<file path="config.mk">
export PLATFORM = sky130hd
export DESIGN_NAME = biquad_cascade_q31
export DESIGN_NICKNAME = d
export VERILOG_FILES = /design/src/hdl/bqc_pkg.sv /design/src/hdl/bqc_ram.sv /design/src/hdl/biquad_cascade_q31.sv
export SDC_FILE = /design/constraint.sdc
export NUM_CORES = 2
export LEC_CHECK = 0
export CORE_MARGIN = 1.5
export CORE_UTILIZATION = 50
export DETAILED_ROUTE_END_ITERATION = 6
export DONT_BUFFER_PORTS = 1
export HOLD_SLACK_MARGIN = 0.03
export SETUP_SLACK_MARGIN = 0.5
export SLEW_MARGIN = 20
export SYNTH_ARGS = -nofsm -noshare
export SYNTH_HDL_FRONTEND = slang
export SYNTH_SLANG_ARGS = --single-unit
</file>
<file path="constraint.sdc">
create_clock -name clock -period 16.8 [get_ports clock]
set_input_delay 0.84 -clock clock [delete_from_list [all_inputs] [get_ports clock]]
set_output_delay 0.84 -clock clock [all_outputs]
set_load 0.1 [all_outputs]
</file>
<file path="src/hdl/bqc_pkg.sv">
`timescale 1ns / 1ps
// ----------------------------------------------------------------------------
// Biquad cascade package
// Shared sizes, codes and schedule positions of the Q31 biquad cascade.
// ----------------------------------------------------------------------------
package bqc_pkg;

   localparam int MAX_STAGES     = 4;
   localparam int TAPS_PER_STAGE = 5;
   localparam int HIST_PER_STAGE = 4;
   localparam int COEFF_WORDS    = MAX_STAGES * TAPS_PER_STAGE;
   localparam int HIST_WORDS     = MAX_STAGES * HIST_PER_STAGE;

   localparam int CADDR_W = (COEFF_WORDS > 1) ? $clog2(COEFF_WORDS) : 1;
   localparam int HADDR_W = (HIST_WORDS > 1) ? $clog2(HIST_WORDS) : 1;
   localparam int STG_W   = (MAX_STAGES > 1) ? $clog2(MAX_STAGES) : 1;

   localparam int DATA_W      = 32;
   localparam int ACC_W       = 64;
   localparam int MODE_W      = 2;
   localparam int INDEX_W     = 5;
   localparam int COUNT_W     = 3;
   localparam int SHIFT_W     = 5;
   localparam int CSR_INDEX_W = 1;
   localparam int CSR_DATA_W  = 5;
   localparam int CYC_W       = 3;

   localparam logic [CSR_INDEX_W-1:0] CSR_STAGE_COUNT = 1'b0;
   localparam logic [CSR_INDEX_W-1:0] CSR_POST_SHIFT  = 1'b1;

   // Positions within the schedule of one stage.
   localparam logic [CYC_W-1:0] CYC_X_DATA   = 3'd1;
   localparam logic [CYC_W-1:0] CYC_ACC_INIT = 3'd2;
   localparam logic [CYC_W-1:0] CYC_ACC_END  = 3'd6;
   localparam logic [CYC_W-1:0] CYC_WR_X1    = 3'd2;
   localparam logic [CYC_W-1:0] CYC_WR_X2    = 3'd3;
   localparam logic [CYC_W-1:0] CYC_Y1_DATA  = 3'd4;
   localparam logic [CYC_W-1:0] CYC_WR_Y2    = 3'd5;
   localparam logic [CYC_W-1:0] CYC_LAST     = 3'd7;

   // History slots within one stage.
   localparam logic [1:0] SLOT_X1 = 2'd0;
   localparam logic [1:0] SLOT_X2 = 2'd1;
   localparam logic [1:0] SLOT_Y1 = 2'd2;
   localparam logic [1:0] SLOT_Y2 = 2'd3;

   typedef enum logic [MODE_W-1:0] {
      MODE_FILTER      = 2'd0,
      MODE_COEFF_WRITE = 2'd1,
      MODE_CLEAR       = 2'd2
   } mode_type;

   typedef enum logic [1:0] {
      ST_IDLE,
      ST_RUN,
      ST_DONE
   } state_type;

endpackage

</file>
<file path="src/hdl/bqc_ram.sv">
`timescale 1ns / 1ps
// ----------------------------------------------------------------------------
// Generic RAM
// Single write port and single read port with registered read data.
// ----------------------------------------------------------------------------
module bqc_ram #(
   parameter int WIDTH = 32,
   parameter int DEPTH = 16
) (
   input  logic                                        clock,
   input  logic                                        wr_en,
   input  logic [((DEPTH > 1) ? $clog2(DEPTH) : 1)-1:0] wr_addr,
   input  logic [WIDTH-1:0]                            wr_data,
   input  logic [((DEPTH > 1) ? $clog2(DEPTH) : 1)-1:0] rd_addr,
   output logic [WIDTH-1:0]                            rd_data
);

   logic [WIDTH-1:0] mem_ff [DEPTH];

   always_ff @(posedge clock) begin
      if (wr_en) begin
         mem_ff[wr_addr] <= wr_data;
      end
      rd_data <= mem_ff[rd_addr];
   end

endmodule

</file>
<file path="src/hdl/biquad_cascade_q31.sv">
`timescale 1ns / 1ps
// ----------------------------------------------------------------------------
// Q31 biquad cascade
// Direct-form-I biquad cascade of up to four stages on signed Q31 samples.
// ----------------------------------------------------------------------------
// A filter transaction runs each active stage in turn and then moves the
// result to the result register. Each stage sends its five products
// through the single shared 32x32 multiplier, fed one coefficient word per
// cycle from the coefficient memory; each stage also covers the memory
// read, the product register and the write-back of the stage output.
// Coefficient writes and clears do not stall the input. Input is stalled
// while a sample is in work; a finished result waits in the output
// register while the next transaction is taken. Coefficients and history
// reset to zero through per-word valid flags, so no clearing pass is
// needed. Feedback coefficients are stored negated, and the stage result
// is the accumulator shifted left by post_shift+1, top 32 bits kept,
// without saturation.
module biquad_cascade_q31
   import bqc_pkg::*;
(
   input  logic                   clock,
   input  logic                   reset,
   input  logic                   req_valid,
   output logic                   req_stall,
   input  logic [MODE_W-1:0]      req_mode,
   input  logic signed [DATA_W-1:0] req_sample,
   input  logic                   req_frame_last,
   input  logic [INDEX_W-1:0]     req_coeff_index,
   input  logic signed [DATA_W-1:0] req_coeff_value,
   output logic                   rsp_valid,
   input  logic                   rsp_stall,
   output logic signed [DATA_W-1:0] rsp_filtered_sample,
   output logic                   rsp_frame_last_out,
   input  logic                   csr_write_enable,
   input  logic [CSR_INDEX_W-1:0] csr_index,
   input  logic [CSR_DATA_W-1:0]  csr_write_data
);

   state_type state_ff, state_in;

   logic [COUNT_W-1:0] stage_count_ff, stage_count_in;
   logic [SHIFT_W-1:0] post_shift_ff, post_shift_in;

   logic [STG_W-1:0]  stage_ff, stage_in;
   logic [CYC_W-1:0]  cyc_ff, cyc_in;
   logic [DATA_W-1:0] x_ff, x_in;
   logic              last_ff, last_in;
   logic [DATA_W-1:0] x1old_ff, x1old_in;
   logic [DATA_W-1:0] y1old_ff, y1old_in;
   logic [ACC_W-1:0]  prod_ff, prod_in;
   logic [ACC_W-1:0]  acc_ff, acc_in;

   logic [COEFF_WORDS-1:0] coeff_vld_ff, coeff_vld_in;
   logic [HIST_WORDS-1:0]  hist_vld_ff, hist_vld_in;
   logic                   coeff_rd_vld_ff, coeff_rd_vld_in;
   logic                   hist_rd_vld_ff, hist_rd_vld_in;

   logic              rsp_valid_ff, rsp_valid_in;
   logic [DATA_W-1:0] rsp_sample_ff, rsp_sample_in;
   logic              rsp_last_ff, rsp_last_in;

   logic               req_accept;
   logic               rsp_load;
   logic [STG_W-1:0]   last_stage;

   logic               coeff_we;
   logic [CADDR_W-1:0] coeff_wr_addr;
   logic [CADDR_W-1:0] coeff_rd_addr;
   logic [DATA_W-1:0]  coeff_q;
   logic               hist_we;
   logic [HADDR_W-1:0] hist_wr_addr;
   logic [DATA_W-1:0]  hist_wr_data;
   logic [HADDR_W-1:0] hist_rd_addr;
   logic [DATA_W-1:0]  hist_q;
   logic [HADDR_W-1:0] hist_base;
   logic [1:0]         hist_rd_slot;

   logic signed [DATA_W-1:0] coeff_eff;
   logic signed [DATA_W-1:0] hist_eff;
   logic signed [DATA_W-1:0] operand;
   logic signed [ACC_W-1:0]  mul;
   logic [SHIFT_W:0]         shamt;
   logic [ACC_W-1:0]         shifted;
   logic [DATA_W-1:0]        y;

   bqc_ram #(
      .WIDTH(DATA_W),
      .DEPTH(COEFF_WORDS)
   ) u_coeff_ram (
      .clock  (clock),
      .wr_en  (coeff_we),
      .wr_addr(coeff_wr_addr),
      .wr_data(req_coeff_value),
      .rd_addr(coeff_rd_addr),
      .rd_data(coeff_q)
   );

   bqc_ram #(
      .WIDTH(DATA_W),
      .DEPTH(HIST_WORDS)
   ) u_hist_ram (
      .clock  (clock),
      .wr_en  (hist_we),
      .wr_addr(hist_wr_addr),
      .wr_data(hist_wr_data),
      .rd_addr(hist_rd_addr),
      .rd_data(hist_q)
   );

   assign req_stall          = (state_ff != ST_IDLE);
   assign req_accept         = req_valid && !req_stall;
   assign rsp_valid          = rsp_valid_ff;
   assign rsp_filtered_sample = rsp_sample_ff;
   assign rsp_frame_last_out = rsp_last_ff;

   always_comb begin
      if (stage_count_ff == '0) begin
         last_stage = '0;
      end else if (32'(stage_count_ff) > MAX_STAGES) begin
         last_stage = STG_W'(MAX_STAGES - 1);
      end else begin
         last_stage = STG_W'(stage_count_ff - 3'd1);
      end
   end

   always_comb begin
      coeff_eff = coeff_rd_vld_ff ? coeff_q : '0;
      hist_eff  = hist_rd_vld_ff ? hist_q : '0;
      operand   = (cyc_ff == CYC_X_DATA) ? x_ff : hist_eff;
      mul       = coeff_eff * operand;
      shamt     = {1'b0, post_shift_ff} + (SHIFT_W + 1)'(1);
      shifted   = acc_ff << shamt;
      y         = shifted[ACC_W-1:ACC_W-DATA_W];
   end

   // Next state.
   always_comb begin
      state_in = state_ff;
      case (state_ff)
         ST_IDLE: begin
            if (req_accept && (req_mode == MODE_FILTER)) begin
               state_in = ST_RUN;
            end
         end
         ST_RUN: begin
            if ((cyc_ff == CYC_LAST) && (stage_ff == last_stage)) begin
               state_in = ST_DONE;
            end
         end
         ST_DONE: begin
            if (rsp_load) begin
               state_in = ST_IDLE;
            end
         end
         default: begin
            state_in = ST_IDLE;
         end
      endcase
   end

   // Memory control and output load.
   always_comb begin
      coeff_we      = 1'b0;
      coeff_wr_addr = CADDR_W'(req_coeff_index);
      coeff_rd_addr = CADDR_W'(stage_ff) * CADDR_W'(TAPS_PER_STAGE) + CADDR_W'(cyc_ff);
      hist_base     = HADDR_W'(stage_ff) * HADDR_W'(HIST_PER_STAGE);
      hist_rd_slot  = 2'(cyc_ff - 3'd1);
      hist_rd_addr  = hist_base + HADDR_W'(hist_rd_slot);
      hist_we       = 1'b0;
      hist_wr_addr  = hist_base;
      hist_wr_data  = x_ff;
      rsp_load      = 1'b0;
      case (state_ff)
         ST_IDLE: begin
            if (req_accept && (req_mode == MODE_COEFF_WRITE)
                && (32'(req_coeff_index) < COEFF_WORDS)) begin
               coeff_we = 1'b1;
            end
         end
         ST_RUN: begin
            case (cyc_ff)
               CYC_WR_X1: begin
                  hist_we      = 1'b1;
                  hist_wr_addr = hist_base + HADDR_W'(SLOT_X1);
                  hist_wr_data = x_ff;
               end
               CYC_WR_X2: begin
                  hist_we      = 1'b1;
                  hist_wr_addr = hist_base + HADDR_W'(SLOT_X2);
                  hist_wr_data = x1old_ff;
               end
               CYC_WR_Y2: begin
                  hist_we      = 1'b1;
                  hist_wr_addr = hist_base + HADDR_W'(SLOT_Y2);
                  hist_wr_data = y1old_ff;
               end
               CYC_LAST: begin
                  hist_we      = 1'b1;
                  hist_wr_addr = hist_base + HADDR_W'(SLOT_Y1);
                  hist_wr_data = y;
               end
               default: begin
                  hist_we = 1'b0;
               end
            endcase
         end
         ST_DONE: begin
            rsp_load = !rsp_valid_ff || !rsp_stall;
         end
         default: begin
            rsp_load = 1'b0;
         end
      endcase
   end

   always_comb begin
      stage_count_in = stage_count_ff;
      post_shift_in  = post_shift_ff;
      if (csr_write_enable) begin
         case (csr_index)
            CSR_STAGE_COUNT: stage_count_in = csr_write_data[COUNT_W-1:0];
            CSR_POST_SHIFT:  post_shift_in  = csr_write_data[SHIFT_W-1:0];
            default:         stage_count_in = stage_count_ff;
         endcase
      end
   end

   always_comb begin
      coeff_vld_in = coeff_vld_ff;
      hist_vld_in  = hist_vld_ff;
      if (req_accept && (req_mode == MODE_CLEAR)) begin
         coeff_vld_in = '0;
         hist_vld_in  = '0;
      end
      if (coeff_we) begin
         coeff_vld_in[coeff_wr_addr] = 1'b1;
      end
      if (hist_we) begin
         hist_vld_in[hist_wr_addr] = 1'b1;
      end
      coeff_rd_vld_in = coeff_vld_ff[coeff_rd_addr];
      hist_rd_vld_in  = hist_vld_ff[hist_rd_addr];
   end

   always_comb begin
      stage_in = stage_ff;
      cyc_in   = cyc_ff;
      x_in     = x_ff;
      last_in  = last_ff;
      x1old_in = x1old_ff;
      y1old_in = y1old_ff;
      prod_in  = mul;
      acc_in   = acc_ff;
      if (req_accept) begin
         stage_in = '0;
         cyc_in   = '0;
         x_in     = req_sample;
         last_in  = req_frame_last;
      end else if (state_ff == ST_RUN) begin
         cyc_in = cyc_ff + 3'd1;
         if (cyc_ff == CYC_ACC_INIT) begin
            acc_in   = prod_ff;
            x1old_in = hist_eff;
         end else if ((cyc_ff > CYC_ACC_INIT) && (cyc_ff <= CYC_ACC_END)) begin
            acc_in = acc_ff + prod_ff;
         end
         if (cyc_ff == CYC_Y1_DATA) begin
            y1old_in = hist_eff;
         end
         if (cyc_ff == CYC_LAST) begin
            x_in     = y;
            stage_in = stage_ff + STG_W'(1);
         end
      end
   end

   always_comb begin
      rsp_valid_in  = rsp_valid_ff && rsp_stall;
      rsp_sample_in = rsp_sample_ff;
      rsp_last_in   = rsp_last_ff;
      if (rsp_load) begin
         rsp_valid_in  = 1'b1;
         rsp_sample_in = x_ff;
         rsp_last_in   = last_ff;
      end
   end

   always_ff @(posedge clock) begin
      if (reset) begin
         state_ff        <= ST_IDLE;
         stage_count_ff  <= COUNT_W'(1);
         post_shift_ff   <= '0;
         coeff_vld_ff    <= '0;
         hist_vld_ff     <= '0;
         rsp_valid_ff    <= 1'b0;
         stage_ff        <= '0;
         cyc_ff          <= '0;
      end else begin
         state_ff        <= state_in;
         stage_count_ff  <= stage_count_in;
         post_shift_ff   <= post_shift_in;
         coeff_vld_ff    <= coeff_vld_in;
         hist_vld_ff     <= hist_vld_in;
         rsp_valid_ff    <= rsp_valid_in;
         stage_ff        <= stage_in;
         cyc_ff          <= cyc_in;
      end
   end

   always_ff @(posedge clock) begin
      coeff_rd_vld_ff <= coeff_rd_vld_in;
      hist_rd_vld_ff  <= hist_rd_vld_in;
      x_ff            <= x_in;
      last_ff         <= last_in;
      x1old_ff        <= x1old_in;
      y1old_ff        <= y1old_in;
      prod_ff         <= prod_in;
      acc_ff          <= acc_in;
      rsp_sample_ff   <= rsp_sample_in;
      rsp_last_ff     <= rsp_last_in;
   end

endmodule
</file>
==> flow_summary_export.csv <==
group,metric,value,unit
status,outcome,"finished with violations",
status,failed_checks,"design-rule violations",
sta,post-route-min-period,10570,ps
worst_setup_path,cp_common_cell,"fa_1",
drt,drtIter0Drc,6337,
synthesis,synth_top_area_share,40.9,%
drt,postRouteAntennaNets,0,
synthesis,synth_edf_count,1346,
synthesis,syn_inst,7698,
place,placed_area,102000,um^2
drt,dr.pass1.iters,7,
die,die_area,200000,um^2
sta,worstMarginPinSlew,1170,ps
worst_setup_path,start_kind,"flop",
worst_hold_path,worstHoldStart,"reset",
cts,cts.sinks,1528,
synthesis,synth.most_common_cell,"edfxtp_1",
die,start_util,50.5,%
cts,cts_hold_buffers,0,
worst_setup_path,cp.arrival,11270,ps
worst_hold_path,min_path_type,"primary input to flop",
die,core-area,196000,um^2
final_layout,fillers,16228,
place,port_buffers,0,
synthesis,yosysUniqueCellTypes,82,
cts,clockRootBuffer,"clkbuf_16",
place,dp_slack,6420,ps
sta,fin_ws,6230,ps
final_layout,stdcell_count,10405,
sta,clock-skew-final,60.0,ps
sta,rsz0062_at_grt,"false",
final_layout,syn2layout_area_growth,9.20,%
synthesis,syn_nets,9130,
worst_setup_path,max_stage_delay,960,ps
worst_setup_path,cp.required,17500,ps
final_layout,nNetsFinal,9070,
worst_setup_path,worst-path-max-fanout,50,
place,dp.cells,10101,
worst_setup_path,end_kind,"flop",
cts,h-tree-depth,4,
grt,track_usage,28.5,%
power_and_ir_drop,worst_ir_drop_vdd,0.0996,mV
cts,clk_latency,820,ps
flow_run,cap_violations,0,
cts,cts_buffers,158,
sta,fin_crit_sh,62.9,%
grt,grt_max_degree,92,
drt,via_per_inst,5.90,
power_and_ir_drop,powerDensity,75.1,nW/um^2
sta,relSlewSlack,21.0,%
synthesis,ys_seq_area_share,44.6,%
final_layout,fin_util,55.1,%
final_layout,fin_area,108000,um^2
cts,clk_transition_reported_paths,60,ps
worst_setup_path,worst-path-buf-inv,7,
drt,drc_errors,1,
synthesis,ys_top_cells_by_area,"edfxtp_1 (41%), fa_1 (22%), mux4_2 (9.2%)",
synthesis,ys.flop_type,"edfxtp_1",
sta,tns,0,ps
worst_setup_path,path_delay_family,"adder cells",
worst_setup_path,r2r_cells,30,
place,gp_congestion,0.953,
drt,vias,61377,
sta,drv_slew,0,
cts,cts_setup_buffers,0,
synthesis,yosys_warnings,0,
synthesis,ys_ff_latch,1528,
synthesis,synth_common_cells,"edfxtp_1 (1346), fa_1 (1084), inv_1 (1029)",
die,ios,118,
sta,setup_violations,0,
final_layout,layout-drive-gt1-share,12.8,%
cts,cts_tree,"yes",
cts,cts_resized,0,
power_and_ir_drop,p_leak,42.0,nW
worst_setup_path,r2r_slack,6230,ps
sta,holdWs,106,ps
place,hpwl,194000,um
grt,grt_overflow,0,
drt,wirelength,280000,um
worst_hold_path,holdPathStages,1,
drt,wl_per_cell,26.9,um
die,num_rows,162,
worst_setup_path,path_class,"flop to flop",
synthesis,async_flop_share,0,%
worst_setup_path,reg2reg_to,"prod_ff[62]",
sta,max_freq,94.6,MHz
die,die_w,447,um
synthesis,avgSynthCellArea,12.8,um^2
power_and_ir_drop,power.total,8.10,mW
worst_hold_path,holdPathEnd,"coeff_vld_ff[16]",
sta,hold_viol_final,0,
synthesis,syn_area,98800,um^2
cts,clockBufferDepth,3,
synthesis,synth_top_area_cell,"edfxtp_1",
worst_setup_path,crit_path_top_delay_cell,"fa_1",
grt,grt_pass1_wl,416000,um
die,die_y,447,um
grt,antenna_found_initial,7,
worst_setup_path,reg2reg_from,"cyc_ff[1]",
grt,grt_pass1_vias,64119,
## sequential cells by signal, summed over array words and instances (netlist names), 20 cells and up
register and cells:
u_coeff_ram.mem_ff 640, u_hist_ram.mem_ff 512, acc_ff 64, prod_ff 64
rsp_filtered_sample 32, u_coeff_ram.rd_data 32, u_hist_ram.rd_data 32, x1old_ff 32
x_ff 32, y1old_ff 32, coeff_vld_ff 20
## how the worst max path moves through the flow
stage | cells past startpoint | to | from
2_1_floorplan | 32 | prod_ff[62] | cyc_ff[1]
3_3_place_gp | 27 | prod_ff[63] | cyc_ff[1]
3_5_place_dp | 30 | prod_ff[62] | cyc_ff[1]
4_1_cts | 30 | prod_ff[62] | cyc_ff[1]
5_1_grt | 30 | prod_ff[62] | cyc_ff[1]
6_report | 30 | prod_ff[62] | cyc_ff[1]
## cells in the final DEF, fill, tap and decap left out, types with 42 or more instances in the layout
cell type,instances
o21ai_0,128
clkbuf_1,42
ha_1,261
dfxtp_1,178
a21oi_1,249
mux2i_1,60
nand2_1,905
mux4_2,404
and2_1,48
fa_1,1083
inv_1,1029
xnor2_1,87
o21ai_1,47
a21o_1,61
buf_4,191
nor2_1,750
nand3_1,51
clkbuf_16,161
edfxtp_1,1346
## metal layers
metal | global-route usage, % | vias up | wire length [um]
met1 | 39.3 | 32280 | 114000
met2 | 45.8 | 2536 | 133000
li1 | - | 26007 | -
met3 | 4.81 | 544 | 22000
met5 | 0 | - | 74
met4 | 10.3 | 10 | 11000
## final cells by class
cell class                 instances  area, um^2  share of cell area [%]
clock inverter                    70         769                   0.714
multi-input combinational       4723       49800                    46.2
inverter                        1032        3870                    3.59
sequential                      1528       44100                    40.9
tap                             2624        3280                    3.04
antenna                            7        17.5                  0.0162
timing repair buffer             195        1510                    1.40
clock buffer                     226        4500                    4.18
## report_power, final
part	internal (mW)	total, mW	switching [mW]	leakage, nW
logic	0.130	0.381	0.252	25.6
clock network	1.97	3.50	1.53	2.56
registers	4.17	4.22	0.0508	13.8
## logic make-up (layout without fill, tap and decap cells)
logic type	after synthesis	in the layout	share of synthesized area [%]
compound gates	772	772	4.92
simple gates	1961	1961	8.11
mux	505	505	10.3
fa+ha+maj	1350	1350	25.3
flops	1528	1528	44.6
other cells	0	7	0
buf+inv	1447	1523	5.52
xor+xnor	135	135	1.20
(Power assumes the default switching activity.)
